## src/rtl/wti_pkg.sv

```systemverilog
// Shared types and constants of the waypoint trajectory interpolator.
// No dependencies.
package wti_pkg;

  localparam int MaxPoints = 64;
  localparam int Joints    = 7;
  localparam int PtW       = 6;   // waypoint index
  localparam int ElemW     = 9;   // waypoint x joint element address
  localparam int DivW      = 56;  // dividend width of the shared divider
  localparam int DsrW      = 32;  // divisor width

  localparam logic [1:0] CMD_LOAD   = 2'd0;
  localparam logic [1:0] CMD_START  = 2'd1;
  localparam logic [1:0] CMD_TICK   = 2'd2;
  localparam logic [1:0] CMD_CANCEL = 2'd3;

  localparam logic [1:0] STAT_RUN = 2'd0;
  localparam logic [1:0] STAT_FIN = 2'd1;
  localparam logic [1:0] STAT_REJ = 2'd2;

  localparam logic [1:0] REG_SLOT_MAP = 2'd0;
  localparam logic [1:0] REG_FLIP     = 2'd1;
  localparam logic [1:0] REG_JOINTS   = 2'd2;

  localparam logic [3:0]  SLOT_NONE  = 4'd15;
  localparam logic [24:0] US_PER_SEC = 25'd1000000;

  typedef struct packed {
    logic [1:0]         command;
    logic [31:0]        time_us;
    logic [5:0]         point_index;
    logic [2:0]         joint;
    logic signed [31:0] position;
    logic signed [31:0] velocity;
    logic [6:0]         point_count;
  } wti_in_t;

  typedef struct packed {
    logic [3:0]         slot;
    logic signed [31:0] joint_position;
    logic signed [31:0] joint_velocity;
    logic [1:0]         status;
    logic               last;
  } wti_out_t;

  typedef struct packed {
    logic start;
    logic busy;
    logic done;
  } wti_div_ctl_t;

endpackage

```

## src/rtl/wti_div.sv

```systemverilog
// Restoring unsigned divider, one quotient bit per cycle.
// Depends on wti_pkg.
module wti_div import wti_pkg::*; (
  input  logic              clk,
  input  logic              rst,
  input  logic              start,
  input  logic [DivW-1:0]   dividend,
  input  logic [DsrW-1:0]   divisor,
  output logic [DivW-1:0]   quotient,
  output logic              busy,
  output logic              done
);
  localparam int CntW = $clog2(DivW + 1);

  logic [CntW-1:0] cnt;
  logic [DsrW-1:0] rem;
  logic [DsrW-1:0] dsr;
  logic [DsrW:0]   trial;
  logic            fits;

  assign trial = {rem, quotient[DivW-1]};
  assign fits  = trial >= {1'b0, dsr};

  always_ff @(posedge clk) begin
    if (rst) begin
      cnt  <= '0;
      busy <= 1'b0;
      done <= 1'b0;
    end else begin
      done <= 1'b0;
      if (start) begin
        cnt  <= CntW'(DivW);
        busy <= 1'b1;
      end else if (busy) begin
        cnt <= cnt - 1'b1;
        if (cnt == CntW'(1)) begin
          busy <= 1'b0;
          done <= 1'b1;
        end
      end
    end
  end

  always_ff @(posedge clk) begin
    if (start) begin
      rem      <= '0;
      dsr      <= divisor;
      quotient <= dividend;
    end else if (busy) begin
      rem      <= fits ? DsrW'(trial - {1'b0, dsr}) : trial[DsrW-1:0];
      quotient <= {quotient[DivW-2:0], fits};
    end
  end
endmodule

```

## config.mk

```make
export PLATFORM = sky130hd
export DESIGN_NAME = wti_div
export DESIGN_NICKNAME = d
export VERILOG_FILES = /design/src/rtl/wti_pkg.sv /design/src/rtl/wti_div.sv
export SDC_FILE = /design/constraint.sdc
export NUM_CORES = 1
export LEC_CHECK = 0
export BUFFER_PORTS_ARGS = -buffer_cell sky130_fd_sc_hd__buf_2
export CAP_MARGIN = 20
export CORE_ASPECT_RATIO = 1.25
export CORE_MARGIN = 5
export CORE_UTILIZATION = 40
export CTS_BUF_LIST = sky130_fd_sc_hd__clkbuf_16
export CTS_CLUSTER_DIAMETER = 60
export DETAILED_ROUTE_END_ITERATION = 10
export GPL_TIMING_DRIVEN = 0
export PLACE_DENSITY = 0.73
export SYNTH_ARGS = -nofsm -noshare
export SYNTH_HDL_FRONTEND = slang
export SYNTH_SLANG_ARGS = --single-unit
```

## constraint.sdc

```tcl
create_clock -name clk -period 3.6 [get_ports clk]
set_input_delay 0.36 -clock clk [delete_from_list [all_inputs] [get_ports clk]]
set_output_delay 0.36 -clock clk [all_outputs]
set_load 0.03 [all_outputs]
```

==> Word level (Yosys, flattened, before mapping) <==
Cells that the tools add are included.
W data, S select, Z words.
{ "totals": {"ff_bits": 128, "inputBits": 91, "out_inout_bits": 58, "elab_cells": 24} }
{ "classes": {"n_addsub": 2, "order_cmp": 1, "eq_ne": 1, "n_mux": 9, "n_bitwise": 1, "n_reduce_logical": 3} }
{ "ops": {"columns": ["op", "count"], "rows": [
  ["$mux W56", 2],
  ["$ge A33 B32 Y1", 1],
  ["$mux W32", 1],
  ["$sub A32 B32 Y32", 1],
  ["$mux W6", 2],
  ["$eq A6 B1 Y1 const B", 1],
  ["$sub A6 B1 Y6 const B", 1],
  ["$mux W1", 4],
  ["$reduce_or A3 Y1", 1],
  ["$reduce_bool A2 Y1", 1],
  ["$reduce_or A2 Y1", 1],
  ["$not A1 Y1", 1]
]} }

==> Depth between registers and ports, before layout <==
{ "depth": {"depth_word": 4, "depth_mapped": 13, "mapped_depth_nobuf": 13} }

==> Worst setup path before layout <==
No wires, ideal clock.
{ "synth_timing": {"path_type": "register to register", "startpoint": "register quotient[55]", "endpoint": "register rem[28]", "setup_ps": 137, "arrival_time_ps": 2785, "required_ps": 3463, "path_slack_ps": 678, "stages_incl_launch_ff": 14, "path_buffers": 0, "period_less_slack_ps": 2922, "cell_sequence": "edfxtp_1 > inv_1 > ha_1 > fa_1 > nor2b_4 > o31ai_4 > a21oi_2 > a2111oi_4 > o21ai_1 > a311oi_2 > o21bai_1 > a21oi_1 > mux2i_1 > a21oi_1"} }
{ "synth_between": {"elab_chain_len": 2, "elab_cells_between_ends": 3, "classes_between": "add/sub: 1; order compare: 1; mux: 1"} }
{ "synth_lines": {"columns": ["item", "line", "source"], "rows": [
  ["from (decl)", "wti_div.sv:9", "output logic [DivW-1:0] quotient,"],
  ["from (signal assigned)", "wti_div.sv:48", "quotient <= dividend;"],
  ["from (signal assigned)", "wti_div.sv:51", "quotient <= {quotient[DivW-2:0], fits};"],
  ["$sub A32 B32 Y32 or $ge A33 B32 Y1 (tied branches)", "wti_div.sv:50, wti_div.sv:22", null],
  ["$mux W32 *", "wti_div.sv:50", "rem <= fits ? DsrW'(trial - {1'b0, dsr}) : trial[DsrW-1:0];"],
  ["to (signal assigned)", "wti_div.sv:50", null],
  ["to (decl)", "wti_div.sv:16", "logic [DsrW-1:0] rem;"]
]} }
Mark *: on every way between the ends. The rest lies on a longest branch, timed or not.
A chain may end at the register's enable or synchronous reset.

==> Worst setup path in the final report <==
Ends and elaborated chain as after synthesis.

==> impl_metrics.ini <==
[drt]
final_antenna_net_count = 0
drtIter0Drc = 299
drc = 0
avgRoutedWirePerCell_um = 16.77
drt_wl_total_um = 17220
vias = 5325
via_per_inst = 5.185
firstDrtPassIters = 4

[yosys]
synth-compound-area-share = 0.1491
synth-simple-area-share = 0.1107
ys_ff_latch = 128
yosysSeqAreaShare = 0.5017
synthDistinctLibCells = 64
synthMuxAreaShare = 0.09170
synthAdderAreaFrac = 0.06490
synth_top_area_share = 0.3851
syn_area_mm2 = 0.006863
synth_nets = 753
synth_xor_area_frac = 0.04084
ys_warn_count = 0
avgSynthCellArea_um2 = 10.95
async_flop_share = 0
synth_top_family_by_area = compound AO/OA/AOI/OAI gates
synth-main-ff-cell = edfxtp_1
synth_top_area_cell = edfxtp_1
synthCells = 627
synth_area_leaders = edfxtp_1 39%, dfxtp_1 12%, mux2_2 9.0%
synth_edf_count = 88

[floorplanning]
fp.dieW_um = 127.2
die_y_um = 156.4
rows = 53
boundaryPins = 149
core-area_mm2 = 0.01684
initial_core_util = 0.4074
die_area_mm2 = 0.01989

[final_layout]
nFillCells = 1555
insertedDiodeCount = 0
design_area_mm2 = 0.008549
fin_nets = 920
areaGrowthSynthToFinish_pct = 24.58
post_layout_nonfiller_instances = 1027
multi_input_area_mm2 = 0.003138
drive_gt1_frac = 0.3284
seqCellArea_mm2 = 0.003443

[timing]
fin_crit_sh = 0.8917
final_max_slew_viol_count = 0
max_slew_margin = 0.4331
setup_tns_ns = 0
setup_viol = 0
finClkSkew_ns = 0.01632
tightestPinTransition_ns = 0.8504
hold_violations = 0
rsz0062_at_grt = no
period_needed_ns = 3.210
max_freq_mhz = 311.5

[clocking]
cts_setup_buffers = 0
clkSinkCount = 128
htreeDepth = 4
hold_buffers = 0
cts-resized-gates = 0
root_buffer = clkbuf_16
cts_buffer_depth = 2
insertion_delay_ns = 0.42
clk_pin_slew_ns = 0.06
cts_tree = done
cts_buffers = 17

[power]
leakage_uw = 0.003561
ir_worst_vdd_mv = 0.4145
p_per_area_mw_per_mm2 = 554.7

[outcome]
outcome = complete, no violations

[placement]
dp.cells = 995
port_buffers = 147
place_area_mm2 = 0.007894
routabilityCongestion = 0.8852
dp_hpwl_um = 12870

[critical_path]
endpoint_kind = register
reg2regPathDepth = 13
worstSetupPathType = reg2reg
crit_required_ns = 3.88
cp.arrival_ns = 3.49
r2r_slack_ns = 0.39
regToRegEndpoint = rem[28]
r2r-start = quotient[55]
cp_max_fo = 3
crit_path_start_kind = register

[flow_run]
maxCapViolCount = 0

[global_route]
antenna_found_initial = 0
grt_use_total = 0.1777
grt_max_degree = 39
grt_pass1_vias = 5728
gr-total-overflow = 0
grt_pass1_wl_um = 27820

[min_path]
hold_end = dsr[28]
min_from = divisor[28]
hp-class = in2reg
hold_depth = 1
-- metrics by stage --
step | setup WS [ns] | hold slack (ns) | power (uW) | util
2_1_floorplan | 0.6782 | 0.4589 | 2564 | -
3_3_place_gp | 0.04708 | 0.4875 | 2832 | 0.4675
3_5_place_dp | 0.4063 | 0.4928 | 2849 | 0.4687
4_1_cts | 0.3805 | 0.09096 | 4784 | 0.5076
5_1_grt | 0.1377 | 0.09965 | 4963 | 0.5076
6_report | 0.3899 | 0.1118 | 4742 | 0.5076
-- cell usage in the layout (no fill, tap or decap), types with 11 or more instances in the layout --
cell       instances
buf_2            150
edfxtp_1          88
nand2_1           79
mux2_2            55
nor2_1            54
inv_1             42
dfxtp_1           40
a21oi_1           36
ha_1              34
xnor2_1           21
clkbuf_1          19
clkbuf_16         17
a311oi_1          15
o21ai_1           13
o21ai_0           11
xor2_1            11
-- registers in the layout, indices dropped and copies added (netlist names) --
register	flops
busy	1
cnt	6
rem	32
done	1
quotient	56
dsr	32
-- final cells by class --
cell class | instances | area share
flip-flops and latches | 128 | 0.4028
multi-input cells | 429 | 0.3670
repair buffers | 148 | 0.08839
clock buffers | 17 | 0.04976
well taps | 220 | 0.03220
clock inverters | 15 | 0.02693
inverters | 43 | 0.01888
plain buffers | 27 | 0.01405
-- routing by layer --
layer / wire length [um] / vias to the layer above / GRT usage
met3: 1332 / 24 / 0.06350
met2: 8666 / 167 / 0.3146
met5: 0 / - / 0
met4: 395 / 0 / 0.07409
met1: 6825 / 2512 / 0.1923
li1: - / 2622 / -
-- critical path, stage by stage (launching register included) --
cell       delay [ns]
edfxtp_1         0.43
inv_1            0.08
ha_1             0.18
fa_1             0.24
nor2b_4          0.07
o31ai_4          0.20
a21oi_2          0.15
a2111oi_4        0.46
o21ai_1          0.21
a311oi_2         0.44
o21bai_1         0.10
a21oi_1          0.22
mux2i_1          0.22
a21oi_1          0.08
-- cells in the mapped netlist (4+ instances only) --
library cell	count
and3_1	4
xor2_1	11
clkbuf_1	19
edfxtp_1	88
a21o_1	9
nand3_1	10
mux2_2	55
a211oi_1	4
ha_1	34
a211oi_2	4
a21oi_1	36
a311oi_1	15
nor3_1	7
a311oi_2	9
xnor2_1	21
nand2_1	79
dfxtp_1	40
o21ai_0	11
o21ai_1	13
nor2_1	54
inv_1	42
-- power by group --
| group | internal, uW | leakage (uW) | switching (uW) |
|---|---|---|---|
| Combinational | 392 | 0.00204 | 620 |
| Sequential | 1730 | 0.00121 | 80.3 |
| Clock | 1240 | 0.000313 | 679 |
-- how the worst max path moves through the flow --
stage | end | start
5_1_grt | rem[28] | quotient[55]
2_1_floorplan | rem[28] | quotient[55]
3_3_place_gp | quotient[6] | start
6_report | rem[28] | quotient[55]
3_5_place_dp | quotient[6] | start
4_1_cts | rem[28] | quotient[55]
-- kinds of logic (layout without fill, tap and decap cells) --
logic type | after synthesis | count (layout)
flip-flops | 128 | 128
AND/OR/NAND/NOR | 174 | 174
buffers and inverters | 70 | 250
XOR/XNOR | 32 | 32
adder cells (fa/ha/maj) | 35 | 35
multiplexers | 56 | 56
AO/OA/AOI/OAI | 132 | 132
(Power assumes the default switching activity.)
